==> src/design/assert_macros.svh <==
// assertion helpers used by the rtl
`ifndef ASSERT_MACROS_SVH
`define ASSERT_MACROS_SVH

`ifndef SYNTHESIS

// property checked at every clock edge outside reset
`define BST_ASSERT(name, clk, rst, prop) \
   name: assert property (@(posedge clk) disable iff (rst) (prop)) \
      else $error("%m: check failed");

// condition in one cycle implies a condition in the next
`define BST_ASSERT_NEXT(name, clk, rst, pre, post) \
   name: assert property (@(posedge clk) disable iff (rst) (pre) |=> (post)) \
      else $error("%m: check failed");

`else

`define BST_ASSERT(name, clk, rst, prop)
`define BST_ASSERT_NEXT(name, clk, rst, pre, post)

`endif

`endif

==> src/design/bst_pkg.sv <==
package bst_pkg;

   // fixed field widths
   localparam int KIND_W = 2;
   localparam int VAL_W  = 32;
   localparam int POS_W  = 4;
   localparam int STAT_W = 3;
   localparam int CNT_W  = 5;
   localparam int CAP_W  = 5;
   localparam int CSR_W  = 32;
   localparam int CSR_AW = 3;

   // element store depth, tied to the position and count widths
   localparam int DEPTH  = 16;

   typedef logic [KIND_W-1:0] kind_type;
   typedef logic [STAT_W-1:0] status_type;
   typedef logic [CNT_W-1:0]  count_type;
   typedef logic [VAL_W-1:0]  value_type;

   // request kinds
   localparam kind_type KIND_INSERT = 2'd0;
   localparam kind_type KIND_REMOVE = 2'd1;
   localparam kind_type KIND_TEST   = 2'd2;
   localparam kind_type KIND_READ   = 2'd3;

   // response status codes
   localparam status_type STATUS_OK      = 3'd0;
   localparam status_type STATUS_FULL    = 3'd1;
   localparam status_type STATUS_DUP     = 3'd2;
   localparam status_type STATUS_MISSING = 3'd3;
   localparam status_type STATUS_RANGE   = 3'd4;

   // register index (paddr bit 2) and reset value
   localparam logic                 CSR_IDX_CAPACITY = 1'b0;
   localparam logic [CAP_W-1:0]     CAP_RESET        = 5'd5;

endpackage

==> src/design/bounded_set_table_unit.sv <==
// channel   direction  handshake              payload
// req       in         req_valid / req_stall  req_kind, req_value, req_position
// rsp       out        rsp_valid / rsp_stall  rsp_status, rsp_found, rsp_found_index,
//                                             rsp_read_value, rsp_count
// csr       in         apb, pready tied high  capacity at byte address 0
//
// one request at a time: the single read port scans one entry per cycle, and each
// registered read is compared with the request value; a hit stops the scan, a remove
// then moves every later element down one place, and a miss on insert appends it;
// a read fetches one entry; a full insert or out-of-range read skips the scan
// synchronous reset empties the set and sets capacity to 5; no clearing pass
// a stalled response holds in the output register; the next request is accepted meanwhile
`include "assert_macros.svh"

module bounded_set_table_unit import bst_pkg::*; (
   input  logic              clock,
   input  logic              reset,
   // request channel
   input  logic              req_valid,
   output logic              req_stall,
   input  logic [KIND_W-1:0] req_kind,
   input  logic signed [VAL_W-1:0] req_value,
   input  logic [POS_W-1:0]  req_position,
   // response channel
   output logic              rsp_valid,
   input  logic              rsp_stall,
   output logic [STAT_W-1:0] rsp_status,
   output logic              rsp_found,
   output logic [POS_W-1:0]  rsp_found_index,
   output logic signed [VAL_W-1:0] rsp_read_value,
   output logic [CNT_W-1:0]  rsp_count,
   // configuration port
   input  logic              csr_psel,
   input  logic              csr_penable,
   input  logic              csr_pwrite,
   input  logic [CSR_AW-1:0] csr_paddr,
   input  logic [CSR_W-1:0]  csr_pwdata,
   output logic [CSR_W-1:0]  csr_prdata,
   output logic              csr_pready
);

   localparam int AW = (DEPTH > 1) ? $clog2(DEPTH) : 1;

   localparam logic [2:0] S_IDLE  = 3'd0;
   localparam logic [2:0] S_SCAN  = 3'd1;
   localparam logic [2:0] S_SHIFT = 3'd2;
   localparam logic [2:0] S_READ  = 3'd3;
   localparam logic [2:0] S_DONE  = 3'd4;

   // control registers
   logic [2:0]       state_ff, state_in;
   logic [CAP_W-1:0] capacity_ff, capacity_in;
   count_type        count_ff, count_in;
   logic             pend_ff, pend_in;
   logic             rsp_valid_ff, rsp_valid_in;

   // payload registers
   kind_type         kind_ff, kind_in;
   value_type        value_ff, value_in;
   count_type        scan_ff, scan_in;
   count_type        pend_idx_ff, pend_idx_in;
   status_type       res_status_ff, res_status_in;
   logic             res_found_ff, res_found_in;
   logic [POS_W-1:0] res_index_ff, res_index_in;
   value_type        res_data_ff, res_data_in;
   status_type       rsp_status_ff, rsp_status_in;
   logic             rsp_found_ff, rsp_found_in;
   logic [POS_W-1:0] rsp_index_ff, rsp_index_in;
   value_type        rsp_data_ff, rsp_data_in;
   count_type        rsp_count_ff, rsp_count_in;

   // memory port signals
   logic             ram_wr_en;
   logic [AW-1:0]    ram_wr_addr;
   value_type        ram_wr_data;
   logic             ram_rd_en;
   logic [AW-1:0]    ram_rd_addr;
   value_type        ram_rd_data;

   logic full;
   logic issue;
   logic hit;
   logic rsp_free;
   logic csr_wr;

   bst_ram #(
      .WIDTH (VAL_W),
      .DEPTH (DEPTH)
   ) u_elements (
      .clock   (clock),
      .wr_en   (ram_wr_en),
      .wr_addr (ram_wr_addr),
      .wr_data (ram_wr_data),
      .rd_en   (ram_rd_en),
      .rd_addr (ram_rd_addr),
      .rd_data (ram_rd_data)
   );

   // status terms
   assign full     = (count_ff >= capacity_ff) || (int'(count_ff) >= DEPTH);
   assign issue    = (scan_ff < count_ff);
   assign hit      = pend_ff && (ram_rd_data == value_ff);
   assign rsp_free = !rsp_valid_ff || !rsp_stall;

   // configuration port
   assign csr_wr      = csr_psel && csr_penable && csr_pwrite && csr_pready
                        && (csr_paddr[2] == CSR_IDX_CAPACITY);
   assign csr_pready  = 1'b1;
   assign csr_prdata  = (csr_paddr[2] == CSR_IDX_CAPACITY) ? CSR_W'(capacity_ff) : '0;
   assign capacity_in = csr_wr ? csr_pwdata[CAP_W-1:0] : capacity_ff;

   // request sequencer
   always_comb begin
      state_in      = state_ff;
      count_in      = count_ff;
      pend_in       = pend_ff;
      kind_in       = kind_ff;
      value_in      = value_ff;
      scan_in       = scan_ff;
      pend_idx_in   = pend_idx_ff;
      res_status_in = res_status_ff;
      res_found_in  = res_found_ff;
      res_index_in  = res_index_ff;
      res_data_in   = res_data_ff;
      rsp_valid_in  = rsp_valid_ff && rsp_stall;
      rsp_status_in = rsp_status_ff;
      rsp_found_in  = rsp_found_ff;
      rsp_index_in  = rsp_index_ff;
      rsp_data_in   = rsp_data_ff;
      rsp_count_in  = rsp_count_ff;
      ram_wr_en     = 1'b0;
      ram_wr_addr   = AW'(count_ff);
      ram_wr_data   = value_ff;
      ram_rd_en     = 1'b0;
      ram_rd_addr   = AW'(scan_ff);
      case (state_ff)
         S_IDLE: begin
            if (req_valid) begin
               kind_in       = req_kind;
               value_in      = req_value;
               scan_in       = '0;
               pend_in       = 1'b0;
               res_status_in = STATUS_OK;
               res_found_in  = 1'b0;
               res_index_in  = '0;
               res_data_in   = '0;
               case (req_kind)
                  KIND_INSERT: begin
                     if (full) begin
                        res_status_in = STATUS_FULL;
                        state_in      = S_DONE;
                     end else begin
                        state_in = S_SCAN;
                     end
                  end
                  KIND_READ: begin
                     if (CNT_W'(req_position) < count_ff) begin
                        ram_rd_en   = 1'b1;
                        ram_rd_addr = AW'(req_position);
                        state_in    = S_READ;
                     end else begin
                        res_status_in = STATUS_RANGE;
                        state_in      = S_DONE;
                     end
                  end
                  default: begin
                     state_in = S_SCAN;
                  end
               endcase
            end
         end
         S_SCAN: begin
            // one read per cycle, compare the previous one
            if (issue) begin
               ram_rd_en   = 1'b1;
               ram_rd_addr = AW'(scan_ff);
               scan_in     = CNT_W'(scan_ff + 1'b1);
               pend_in     = 1'b1;
               pend_idx_in = scan_ff;
            end else begin
               pend_in = 1'b0;
            end
            if (hit) begin
               pend_in = 1'b0;
               case (kind_ff)
                  KIND_INSERT: begin
                     res_status_in = STATUS_DUP;
                     state_in      = S_DONE;
                  end
                  KIND_REMOVE: begin
                     res_found_in = 1'b1;
                     res_index_in = POS_W'(pend_idx_ff);
                     scan_in      = CNT_W'(pend_idx_ff + 1'b1);
                     state_in     = S_SHIFT;
                  end
                  default: begin
                     res_found_in = 1'b1;
                     res_index_in = POS_W'(pend_idx_ff);
                     state_in     = S_DONE;
                  end
               endcase
            end else if (!pend_ff && !issue) begin
               // value absent
               case (kind_ff)
                  KIND_INSERT: begin
                     ram_wr_en = 1'b1;
                     count_in  = CNT_W'(count_ff + 1'b1);
                  end
                  KIND_REMOVE: begin
                     res_status_in = STATUS_MISSING;
                  end
                  default: begin
                  end
               endcase
               state_in = S_DONE;
            end
         end
         S_SHIFT: begin
            // read entry j+1, write it to j in the next cycle
            if (issue) begin
               ram_rd_en   = 1'b1;
               ram_rd_addr = AW'(scan_ff);
               scan_in     = CNT_W'(scan_ff + 1'b1);
               pend_in     = 1'b1;
               pend_idx_in = scan_ff;
            end else begin
               pend_in = 1'b0;
            end
            if (pend_ff) begin
               ram_wr_en   = 1'b1;
               ram_wr_addr = AW'(pend_idx_ff - 1'b1);
               ram_wr_data = ram_rd_data;
            end
            if (!pend_ff && !issue) begin
               count_in = CNT_W'(count_ff - 1'b1);
               state_in = S_DONE;
            end
         end
         S_READ: begin
            res_data_in = ram_rd_data;
            state_in    = S_DONE;
         end
         S_DONE: begin
            if (rsp_free) begin
               rsp_valid_in  = 1'b1;
               rsp_status_in = res_status_ff;
               rsp_found_in  = res_found_ff;
               rsp_index_in  = res_index_ff;
               rsp_data_in   = res_data_ff;
               rsp_count_in  = count_ff;
               state_in      = S_IDLE;
            end
         end
         default: begin
            state_in = S_IDLE;
         end
      endcase
   end

   // control state
   always_ff @(posedge clock) begin
      if (reset) begin
         state_ff     <= S_IDLE;
         capacity_ff  <= CAP_RESET;
         count_ff     <= '0;
         pend_ff      <= 1'b0;
         rsp_valid_ff <= 1'b0;
      end else begin
         state_ff     <= state_in;
         capacity_ff  <= capacity_in;
         count_ff     <= count_in;
         pend_ff      <= pend_in;
         rsp_valid_ff <= rsp_valid_in;
      end
   end

   // payload
   always_ff @(posedge clock) begin
      kind_ff       <= kind_in;
      value_ff      <= value_in;
      scan_ff       <= scan_in;
      pend_idx_ff   <= pend_idx_in;
      res_status_ff <= res_status_in;
      res_found_ff  <= res_found_in;
      res_index_ff  <= res_index_in;
      res_data_ff   <= res_data_in;
      rsp_status_ff <= rsp_status_in;
      rsp_found_ff  <= rsp_found_in;
      rsp_index_ff  <= rsp_index_in;
      rsp_data_ff   <= rsp_data_in;
      rsp_count_ff  <= rsp_count_in;
   end

   // outputs
   assign req_stall       = (state_ff != S_IDLE);
   assign rsp_valid       = rsp_valid_ff;
   assign rsp_status      = rsp_status_ff;
   assign rsp_found       = rsp_found_ff;
   assign rsp_found_index = rsp_index_ff;
   assign rsp_read_value  = rsp_data_ff;
   assign rsp_count       = rsp_count_ff;

   // checks
   `BST_ASSERT(a_count_bound, clock, reset, int'(count_ff) <= DEPTH)
   `BST_ASSERT_NEXT(a_accept_busy, clock, reset, req_valid && !req_stall, state_ff != S_IDLE)
   `BST_ASSERT(a_write_owner, clock, reset, !ram_wr_en || state_ff == S_SCAN || state_ff == S_SHIFT)
   `BST_ASSERT_NEXT(a_rsp_load, clock, reset, state_ff == S_DONE && rsp_free, rsp_valid_ff)

endmodule

==> src/design/bst_ram.sv <==
module bst_ram #(
   parameter int WIDTH = 32,
   parameter int DEPTH = 16
) (
   input  logic                                   clock,
   input  logic                                   wr_en,
   input  logic [((DEPTH > 1) ? $clog2(DEPTH) : 1)-1:0] wr_addr,
   input  logic [WIDTH-1:0]                       wr_data,
   input  logic                                   rd_en,
   input  logic [((DEPTH > 1) ? $clog2(DEPTH) : 1)-1:0] rd_addr,
   output logic [WIDTH-1:0]                       rd_data
);

   logic [WIDTH-1:0] mem [DEPTH];

   // write port
   always_ff @(posedge clock) begin
      if (wr_en) begin
         mem[wr_addr] <= wr_data;
      end
   end

   // registered read port
   always_ff @(posedge clock) begin
      if (rd_en) begin
         rd_data <= mem[rd_addr];
      end
   end

endmodule

==> config.mk <==
export PLATFORM = sky130hd
export DESIGN_NAME = bounded_set_table_unit
export DESIGN_NICKNAME = d
export VERILOG_FILES = /design/src/design/bst_pkg.sv /design/src/design/bounded_set_table_unit.sv /design/src/design/bst_ram.sv
export VERILOG_INCLUDE_DIRS = /design/src /design/src/design
export SDC_FILE = /design/constraint.sdc
export NUM_CORES = 1
export LEC_CHECK = 0
export ABC_AREA = 0
export BUFFER_PORTS_ARGS = -buffer_cell sky130_fd_sc_hd__buf_2
export CORE_ASPECT_RATIO = 0.8
export CORE_MARGIN = 3
export CORE_UTILIZATION = 63
export CTS_BUF_LIST = sky130_fd_sc_hd__clkbuf_4 sky130_fd_sc_hd__clkbuf_8 sky130_fd_sc_hd__clkbuf_16
export CTS_CLUSTER_DIAMETER = 200
export DETAILED_ROUTE_END_ITERATION = 8
export GPL_TIMING_DRIVEN = 0
export PLACE_DENSITY = 0.82
export REMOVE_ABC_BUFFERS = 1
export SLEW_MARGIN = 0
export SYNTH_ARGS = -nofsm -noshare
export SYNTH_HDL_FRONTEND = slang
export SYNTH_SLANG_ARGS = --single-unit
==> constraint.sdc <==
create_clock -name clock -period 8.7 [get_ports clock]
set_clock_uncertainty 0.05 [all_clocks]
set_input_delay 0.87 -clock clock [delete_from_list [all_inputs] [get_ports clock]]
set_output_delay 0.87 -clock clock [all_outputs]
set_load 0.03 [all_outputs]
-- Word-level counts from Yosys, hierarchy flattened
Memory sizes are Yosys's and may differ from the RTL's. A register that Yosys moved wholly into a read port is not among the register bits.
Cells that the tools add are included.
- register bits: 144
- latch bits: 0
- memory bits (writable): 512
- ROM bits: 0
- bits of input ports: 80
- output and inout port bits: 80
- logic and storage cells: 140
- memories kept: 1
- memory list (memory ; depth ; width ; read ports ; clocked after Yosys merged registers in ; wr ports ; RTL line ; text):
    u_elements.mem ; 16 ; 32 ; 1 ; 1 ; 1 ; bst_ram.sv:14 ; logic [WIDTH-1:0] mem [DEPTH];
- $add $sub $neg: 5
- multipliers: 0
- div/mod/pow operators: 0
- magnitude comparators: 4
- equal/unequal tests: 18
- shift operators: 0
- multiplexer cells: 63
- bitwise logic cells: 1
- reductions and logical operators: 30
- operator list (kind ; number):
    32-bit 2-to-1 mux ; 3
    32-bit case mux with 2 select lines ; 1
    5-bit 2-to-1 mux ; 9
    3-bit 2-to-1 mux ; 13
    4-bit 2-to-1 mux ; 9
    32-bit equality test ; 1
    3-bit case mux with 2 select lines ; 3
    1-bit 2-to-1 mux ; 17
    2-bit inequality test (second input constant) ; 8
    5-bit by 1-bit adder with 5-bit output (second input constant) ; 3
    3-bit case mux with 5 select lines ; 1
    5-bit case mux with 3 select lines ; 1
    2-bit AND reduction ; 6
    5-bit case mux with 2 select lines ; 1
    5-bit AND reduction ; 2
    4-bit case mux with 2 select lines ; 1
    3-bit by 2-bit equality test with 1-bit output (second input constant) ; 2
    1-bit logical AND ; 6
    3-bit inequality test (second input constant) ; 2
    1-bit case mux with 2 select lines ; 3
    2-bit nonzero test ; 3
    3-bit nonzero test ; 2
    5-bit >= comparator ; 1
    5-bit >= comparator (second input constant) ; 1
    17 further kinds ; 22

-- Depth between registers and ports, before layout
Gate-level depths: netlist (run 1).
- depth in word-level cells: 8
- gate-level depth with buffers: 12
- depth with buffers taken out: 10

-- Cells and area by module
Synthesis (run 1) repeated with hierarchy kept, for this count alone.
- cell total of the unflattened synthesis: 1341
- area total of the unflattened synthesis: 26980.9 µm²
- modules (own cells, without submodules) (module ; instances ; cells each ; area each (µm²) ; seq. area each (µm²)):
    bst_ram ; 1 ; 838 ; 20174.3 ; 16335.7
    bounded_set_table_unit ; 1 ; 503 ; 6806.5 ; 4174.0

-- Worst setup path before layout (run 1)
OpenSTA, ideal clock, no wires.
- path kind: input -> register
- from: in req_position[3]
- to: reg u_elements.rd_data[15], read port of u_elements.mem, data pin
- setup time: 272 ps
- data arrival time: 3505 ps
- data required time: 8378 ps
- slack: 4874 ps
- cell stages on the path: 11
- path buffers: 3
- cell sequence: ha_1 > or3b_2 > a21oi_1 > a21o_1 > buf_4 > mux2i_1 > buf_2 > buf_2 > mux2i_1 > o22ai_1 > or4_1
- cells in the longest elaborated chain, start to end: 5
- elaborated cells between the ends (all ways): 9
- classes of those cells: order compare: 1; mux: 8
- ends and longest elaborated chain (what ; RTL line ; text):
    start: declaration ; bounded_set_table_unit.sv:23 ; input logic [POS_W-1:0] req_position,
    4-bit by 5-bit < comparator with 1-bit output ; bounded_set_table_unit.sv:157 ; if (CNT_W'(req_position) < count_ff) begin
    1-bit 2-to-1 mux or 4-bit 2-to-1 mux (tied branches) ; bounded_set_table_unit.sv:157 ;
    1-bit 2-to-1 mux or 4-bit 2-to-1 mux (tied branches) ; bounded_set_table_unit.sv:147 ; case (req_kind)
    1-bit 2-to-1 mux or 4-bit 2-to-1 mux (tied branches) ; bounded_set_table_unit.sv:138 ; if (req_valid) begin
    1-bit case mux with 2 select lines or 4-bit 2-to-1 mux (tied branches) ; - ;
    end: declaration ; bst_ram.sv:11 ; output logic [WIDTH-1:0] rd_data
Parallel ways exist; a longest one is shown, timed or not.
A chain may end at the register's enable or synchronous reset.

-- Worst setup path in the final report (run 1)
- from: reg count_ff[3]
- to: reg u_elements.rd_data[17], read port of u_elements.mem, data pin
- cells in the longest elaborated chain, start to end: 5
- elaborated cells between the ends (all ways): 11
- classes of those cells: order compare: 2; mux: 9
- ends and longest elaborated chain (what ; RTL line ; text):
    start: declaration ; bounded_set_table_unit.sv:53 ; count_type count_ff, count_in;
    start signal: assignment ; bounded_set_table_unit.sv:271 ; count_ff <= count_in;
    4-bit by 5-bit < comparator with 1-bit output ; bounded_set_table_unit.sv:157 ;
    1-bit 2-to-1 mux or 4-bit 2-to-1 mux (tied branches) ; bounded_set_table_unit.sv:157 ;
    1-bit 2-to-1 mux or 4-bit 2-to-1 mux (tied branches) ; bounded_set_table_unit.sv:147 ;
    1-bit 2-to-1 mux or 4-bit 2-to-1 mux (tied branches) ; bounded_set_table_unit.sv:138 ;
    1-bit case mux with 2 select lines or 4-bit 2-to-1 mux (tied branches) ; - ;
Parallel ways exist; a longest one is shown, timed or not.

==> results.py, run 1 <==
metrics = {
    "status": {
        "status": "complete, no violations",
    },
    "place": {
        "dp_hpwl_um": 37700,
        "gp_congestion": 0.861,
        "io_buffers": 102,
        "dp_slack_ps": 3530,
    },
    "min_path": {
        "holdPathStages": 1,
        "hold_start": "req_value[24]",
        "hp-class": "input port to flip-flop",
        "hold_end": "value_ff[24]",
    },
    "timing": {
        "fin_crit_ps": 4870,
        "period_share": 0.560,
        "timing.slew.headroom": 0.243,
        "hold_viol": 0,
        "rsz0062_at_grt": "no",
        "hold_slack_ps": 354,
        "fin_ws_ps": 3830,
        "tightestPinTransition_ps": 1130,
        "setup_viol": 0,
        "slew_violations": 0,
        "fmax_ghz": 0.205,
    },
    "synthesis": {
        "seq_area_frac_synth": 0.753,
        "synthArstFlopShare": 0,
        "synth_edf_count": 673,
        "syn_area_sq_um": 27200,
        "post_synth.cell_area_avg_sq_um": 17.4,
        "syn_inst": 1568,
        "yosys_most_used_dff": "edfxtp_1",
        "ys_types": 51,
        "ys_ff_latch": 688,
        "yosysWarningCount": 0,
    },
    "floorplan": {
        "row_count": 67,
        "die_area_sq_um": 45800,
        "die_h_um": 192,
        "die_w_um": 239,
        "initial_core_util": 0.645,
        "io_pins": 160,
        "core_sq_um": 42300,
    },
    "finish": {
        "drive_gt1_frac": 0.180,
        "insertedDiodeCount": 0,
        "areaGrowthSynthToFinish_pct": 14.5,
        "layout.nets": 1809,
        "fillers": 2369,
    },
    "detailed_routing": {
        "wl_met3_um": 6090,
        "top_layer": "met4",
        "wl_met1_um": 24300,
        "routed_wl_um": 62200,
        "vias": 15000,
        "viasPerCell": 6.51,
        "met2_length_um": 29900,
        "dr.pass1.iters": 5,
        "drt_iter0_drc": 1871,
        "ant_nets": 0,
        "route.detailed.drc": 0,
        "post_drt_wl_per_cell_um": 26.9,
    },
    "critical_path": {
        "rr_endpoint": "u_elements.rd_data[17]",
        "cp_cell_sequence": "inv_1, ha_1, or3b_2, a21oi_1, a21o_1, mux2i_4, buf_12, buf_12, buf_16, buf_16, buf_16, mux2i_1, o22ai_1, or4_1",
        "worstPathRequired_ps": 9000,
        "path_common_cell": "buf_16",
        "crit_path_start_kind": "flip-flop",
        "max_stage_delay_ps": 710,
        "path_max_fanout": 19,
        "crit_arrival_ps": 5180,
        "r2r_cells": 14,
        "path_class": "flip-flop to flip-flop",
        "endpoint_kind": "flip-flop",
        "r2r-start": "count_ff[3]",
        "reg2reg_setup_slack_ps": 3830,
        "cp_slowest_cell": "mux2i_4",
    },
    "global_routing": {
        "grt_pass1_vias": 14800,
        "antenna_found_initial": 0,
        "grt_max_degree": 26,
        "grt_pass1_wl_um": 91300,
        "track_usage": 0.272,
        "overflow": 0,
    },
    "power": {
        "power_density_nw_per_um2": 250,
        "vdd_drop_max_mv": 0.198,
        "power_uw": 7800,
        "total_leakage_power_uw": 0.0114,
    },
    "clocking": {
        "holdBufCountCts": 0,
        "cts_root_buf": "clkbuf_16",
        "post-cts-setup-buffers": 0,
        "clock_sinks": 688,
        "cts_tree": "done",
        "cts_resized": 0,
        "ctsHtreeMaxLevel": 2,
        "cts_inserted_buffers": 60,
        "clock_path_buffers": 3,
        "clk_latency_ps": 630,
        "clkTransAtPathRegs_ps": 70,
    },
    "flow_run": {
        "maxCapViolCount": 0,
    },
}
worst max-delay path by stage:
stage / startpoint / end / slack, ps / cells after the start
after floorplan: req_position[3] / u_elements.rd_data[0] / -13770 / 8
after global placement: req_position[3] / u_elements.rd_data[9] / -19980 / 9
after detailed placement: req_position[3] / u_elements.rd_data[22] / 3530 / 14
after CTS: count_ff[3] / u_elements.rd_data[17] / 3890 / 14
after global routing: count_ff[3] / u_elements.rd_data[15] / 3630 / 14
final: count_ff[3] / u_elements.rd_data[17] / 3830 / 14
per-layer routing:
| layer | up-vias | global-route usage |
|---|---|---|
| met5 | - | 0 |
| met1 | 7544 | 0.376 |
| li1 | 6423 | - |
| met3 | 167 | 0.0540 |
| met4 | 0 | 0.112 |
| met2 | 905 | 0.433 |
critical path: cells and delay by family (launching register included):
kind	cells	cell delay (ps)
flip-flops	1	540
AO/OA/AOI/OAI	3	570
multiplexers	2	900
AND/OR/NAND/NOR	2	990
buffers and inverters	6	1190
adder cells (fa/ha/maj)	1	310
logic make-up (layout without fill, tap and decap cells):
group / count (synthesis) / after routing / share of synthesized area
other: 2 / 28 / 0.000276
DFF: 688 / 688 / 0.753
buffers and inverters: 120 / 283 / 0.0248
xor gates and xnor gates: 46 / 46 / 0.0148
adders and majority gates: 21 / 21 / 0.00992
AOI/OAI and AO/OA: 195 / 195 / 0.0457
muxes: 301 / 301 / 0.112
and+or+nand+nor: 195 / 195 / 0.0395
cell usage in the layout, fill, tap and decap left out, drive strengths merged, types with 6 or more instances in the layout:
master	count
nor3	12
xnor2	37
buf	147
mux2	34
xor2	9
bufinv	8
a21oi	12
mux2i	267
conb	28
dfxtp	15
a31oi	8
clkbuf	67
or4	32
inv	27
o21ai	13
nor2	46
a21o	10
and2	32
o22ai	132
ha	20
edfxtp	673
nand2b	12
nand3	6
nand2	26
clkinv	31
nand4	9
synth_stat cells, types with 3 or more instances:
| master | count | area share |
|---|---|---|
| a21oi_1 | 12 | 0.0022 |
| inv_1 | 25 | 0.0034 |
| xnor2_1 | 37 | 0.012 |
| buf_4 | 34 | 0.0094 |
| a211oi_1 | 3 | 0.00083 |
| buf_2 | 13 | 0.0024 |
| o21ai_0 | 11 | 0.0020 |
| nand2_1 | 26 | 0.0036 |
| clkbuf_1 | 37 | 0.0051 |
| and2_1 | 32 | 0.0073 |
| buf_6 | 11 | 0.0045 |
| nor4_1 | 3 | 0.00069 |
| nand4_1 | 9 | 0.0021 |
| nor3_1 | 12 | 0.0022 |
| nand2b_1 | 12 | 0.0028 |
| mux2_2 | 34 | 0.014 |
| a21o_1 | 10 | 0.0028 |
| a211o_1 | 3 | 0.00096 |
| edfxtp_1 | 673 | 0.74 |
| or4_1 | 32 | 0.0088 |
| mux2i_1 | 267 | 0.098 |
| nor2_1 | 46 | 0.0063 |
| nand3_1 | 6 | 0.0011 |
| and3_1 | 3 | 0.00069 |
| or3_1 | 5 | 0.0011 |
| xor2_1 | 9 | 0.0029 |
| ha_1 | 20 | 0.0092 |
| dfxtp_1 | 15 | 0.011 |
| a31oi_1 | 8 | 0.0018 |
| o22ai_1 | 132 | 0.030 |
power by group:
part           internal [uW]  switching [uW]
sequential              3830            77.6
combinational            485             698
clock                   1520            1180
sequential cells by signal (all words and copies together) (netlist names), 2 cells and up:
register	flops
u_elements.mem	512
res_data_ff	32
rsp_read_value	32
u_elements.rd_data	32
value_ff	32
capacity_ff	5
count_ff	5
pend_idx_ff	5
rsp_count	5
scan_ff	5
res_index_ff	4
rsp_found_index	4
res_status_ff	3
rsp_status	3
state_ff	3
kind_ff	2
area by class of cell:
| type | instances | area (sq um) | share of cell area |
|---|---|---|---|
| clock buffers | 67 | 1550 | 0.0498 |
| flip-flops and latches | 688 | 20500 | 0.658 |
| repair buffers | 147 | 1540 | 0.0494 |
| multi-input cells | 786 | 6370 | 0.204 |
| well taps | 552 | 691 | 0.0221 |
| clock inverters | 44 | 430 | 0.0138 |
| inverters | 25 | 93.8 | 0.00301 |
through the flow:
| step | utilization | std cells | cell area, sq um | TNS, ps |
|---|---|---|---|---|
| after detailed placement | 0.691 | 2198 | 29200 | 0 |
| after global routing | 0.738 | 2309 | 31200 | 0 |
| after floorplan | - | 1499 | 26800 | -440660 |
| after global placement | 0.662 | 2153 | 28000 | -665910 |
| final | 0.738 | 2309 | 31200 | 0 |
| after CTS | 0.738 | 2309 | 31200 | 0 |
(Power assumes the default switching activity.)
==> inputs of run 2 (changes only) <==
--- a/config.mk
+++ b/config.mk
@@ -10,12 +10,12 @@
 export BUFFER_PORTS_ARGS = -buffer_cell sky130_fd_sc_hd__buf_2
 export CORE_ASPECT_RATIO = 0.8
 export CORE_MARGIN = 3
-export CORE_UTILIZATION = 63
+export CORE_UTILIZATION = 61
 export CTS_BUF_LIST = sky130_fd_sc_hd__clkbuf_4 sky130_fd_sc_hd__clkbuf_8 sky130_fd_sc_hd__clkbuf_16
 export CTS_CLUSTER_DIAMETER = 200
 export DETAILED_ROUTE_END_ITERATION = 8
 export GPL_TIMING_DRIVEN = 0
-export PLACE_DENSITY = 0.82
+export PLACE_DENSITY = 0.8
 export REMOVE_ABC_BUFFERS = 1
 export SLEW_MARGIN = 0
 export SYNTH_ARGS = -nofsm -noshare
==> constraint.sdc (replaced) <==
create_clock -name clock -period 4.8 [get_ports clock]
set_clock_uncertainty 0.05 [all_clocks]
set_input_delay 0.48 -clock clock [delete_from_list [all_inputs] [get_ports clock]]
set_output_delay 0.48 -clock clock [all_outputs]
set_load 0.03 [all_outputs]
==> results.py, run 2 (synthesis gave the netlist of run 1 again) <==
metrics = {
    "status": {
        "status": "complete, no violations",
    },
    "clocking": {
        "clock_sinks": 688,
        "cts_inserted_buffers": 60,
        "cts_tree": "done",
        "clock_path_buffers": 3,
        "clk_latency_ps": 630,
        "clkTransAtPathRegs_ps": 70,
        "post-cts-setup-buffers": 0,
        "ctsHtreeMaxLevel": 2,
        "cts_root_buf": "clkbuf_16",
    },
    "detailed_routing": {
        "post_drt_wl_per_cell_um": 26.5,
        "vias": 15100,
        "ant_nets": 0,
        "dr.pass1.iters": 7,
        "drt_iter0_drc": 1609,
        "viasPerCell": 6.32,
        "routed_wl_um": 63200,
        "route.detailed.drc": 0,
    },
    "critical_path": {
        "reg2reg_setup_slack_ps": 310,
        "endpoint_kind": "flip-flop",
        "cp_slowest_cell": "mux2i_4",
        "r2r_cells": 13,
        "cp_top_family": "simple AND/OR/NAND/NOR gates",
        "r2r-start": "count_ff[3]",
        "path_max_fanout": 19,
        "path_class": "flip-flop to flip-flop",
        "crit_path_start_kind": "flip-flop",
        "worstPathRequired_ps": 5110,
        "cp_num_buf_inv": 5,
        "cp_cell_sequence": "inv_1, ha_1, or3b_2, a21oi_1, a21o_1, mux2i_4, buf_16, buf_16, buf_12, buf_16, mux2i_1, o22ai_1, or4_1",
        "crit_arrival_ps": 4800,
        "rr_endpoint": "u_elements.rd_data[14]",
        "max_stage_delay_ps": 610,
        "path_common_cell": "buf_16",
    },
    "global_routing": {
        "grt_pass1_wl_um": 93500,
        "grt_max_degree": 26,
        "track_usage": 0.267,
        "overflow": 0,
        "grt_pass1_vias": 14900,
        "antenna_found_initial": 1,
    },
    "finish": {
        "areaGrowthSynthToFinish_pct": 16.1,
        "fillers": 2472,
        "largest-register": "u_elements.mem",
        "layout_common_cells": "673 x edfxtp_1, 266 x mux2i_1, 132 x o22ai_1",
        "drive_gt1_frac": 0.179,
        "multi_input_area_sq_um": 6370,
        "final-seq-area_sq_um": 20500,
        "final_common_cell": "edfxtp_1",
        "layout.nets": 1844,
        "largest_reg_flops": 512,
        "insertedDiodeCount": 0,
    },
    "timing": {
        "hold_slack_ps": 50.6,
        "period_share": 0.935,
        "rsz0062_at_grt": "no",
        "fmax_ghz": 0.223,
        "slew_violations": 0,
        "timing.slew.headroom": 0.243,
        "tightestPinTransition_ps": 1130,
        "fin_ws_ps": 314,
        "fin_crit_ps": 4490,
        "hold_viol": 0,
        "setup_viol": 0,
    },
    "place": {
        "gp_congestion": 0.856,
        "io_buffers": 102,
        "dp_hpwl_um": 37300,
        "dp_slack_ps": 346,
    },
    "power": {
        "vdd_drop_max_mv": 0.333,
        "total_leakage_power_uw": 0.0116,
        "power_density_nw_per_um2": 450,
    },
    "floorplan": {
        "die_h_um": 195,
        "die_area_sq_um": 47300,
        "core_sq_um": 43600,
        "die_w_um": 242,
        "io_pins": 160,
        "initial_core_util": 0.624,
        "row_count": 68,
    },
    "min_path": {
        "holdPathStages": 3,
        "hold_start": "csr_pwdata[3]",
        "hold_end": "capacity_ff[3]",
        "hp-class": "input port to flip-flop",
    },
    "flow_run": {
        "maxCapViolCount": 0,
    },
}
run 2: cell count changes in the layout (fill, tap and decap cells not counted), sizes merged:
cell	before	now
buf	147	148
clkbuf	67	79
clkinv	31	21
clkinvlp	3	1
dlygate4sd3	0	34
run 2: timing repair:
| item | CTS | global route |
|---|---|---|
| endpoints found under the setup margin | 0 | 0 |
| hold endpoints to repair | 34 | 0 |
| hold buffers | 34 | 0 |
| resized for setup | 0 | 0 |
run 2: per-layer routing:
| layer | GRT usage | share of wire |
|---|---|---|
| met3 | 0.0457 | 0.090 |
| met1 | 0.367 | 0.39 |
| met4 | 0.0961 | 0.030 |
| met5 | 0 | 0 |
| met2 | 0.437 | 0.48 |
run 2: worst max path at each step:
| stage | depth (start not counted) | end | startpoint |
|---|---|---|---|
| after global routing | 13 | u_elements.rd_data[14] | count_ff[3] |
| after CTS | 13 | u_elements.rd_data[14] | count_ff[3] |
| after detailed placement | 13 | u_elements.rd_data[14] | req_position[3] |
| final | 13 | u_elements.rd_data[14] | count_ff[3] |
| after global placement | 9 | u_elements.rd_data[14] | req_position[3] |
| after floorplan | 8 | u_elements.rd_data[0] | req_position[3] |
run 2: final cells by class:
class | count | share of cell area
Inverter | 25 | 0.00297
Multi-Input combinational cell | 786 | 0.201
Sequential cell | 688 | 0.649
Timing Repair Buffer | 182 | 0.0596
Clock inverter | 32 | 0.0117
Clock buffer | 79 | 0.0524
Tap cell | 595 | 0.0235
run 2: per-stage QoR:
stage,utilization,instances,TNS [ps],power [uW],cell area [sq um]
2_1_floorplan,-,1499,-640850,8870,26800
3_3_place_gp,0.642,2196,-3448920,9250,28000
3_5_place_dp,0.670,2242,0,9320,29300
4_1_cts,0.725,2387,0,14200,31600
5_1_grt,0.725,2387,0,14600,31600
6_report,0.725,2387,0,14200,31600
run 2: report_power, final:
part	total (uW)	internal (uW)	switching, uW
Combinational	2170	897	1270
Sequential	7080	6950	133
Clock	4970	2860	2110
run 2: worst reg2reg max path, cell delays in order (launching register included):
cell and delay [ps]:
dfxtp_1 550, inv_1 120, ha_1 310, or3b_2 460
a21oi_1 190, a21o_1 290, mux2i_4 620, buf_16 240
buf_16 180, buf_12 210, buf_16 200, mux2i_1 200
o22ai_1 110, or4_1 520
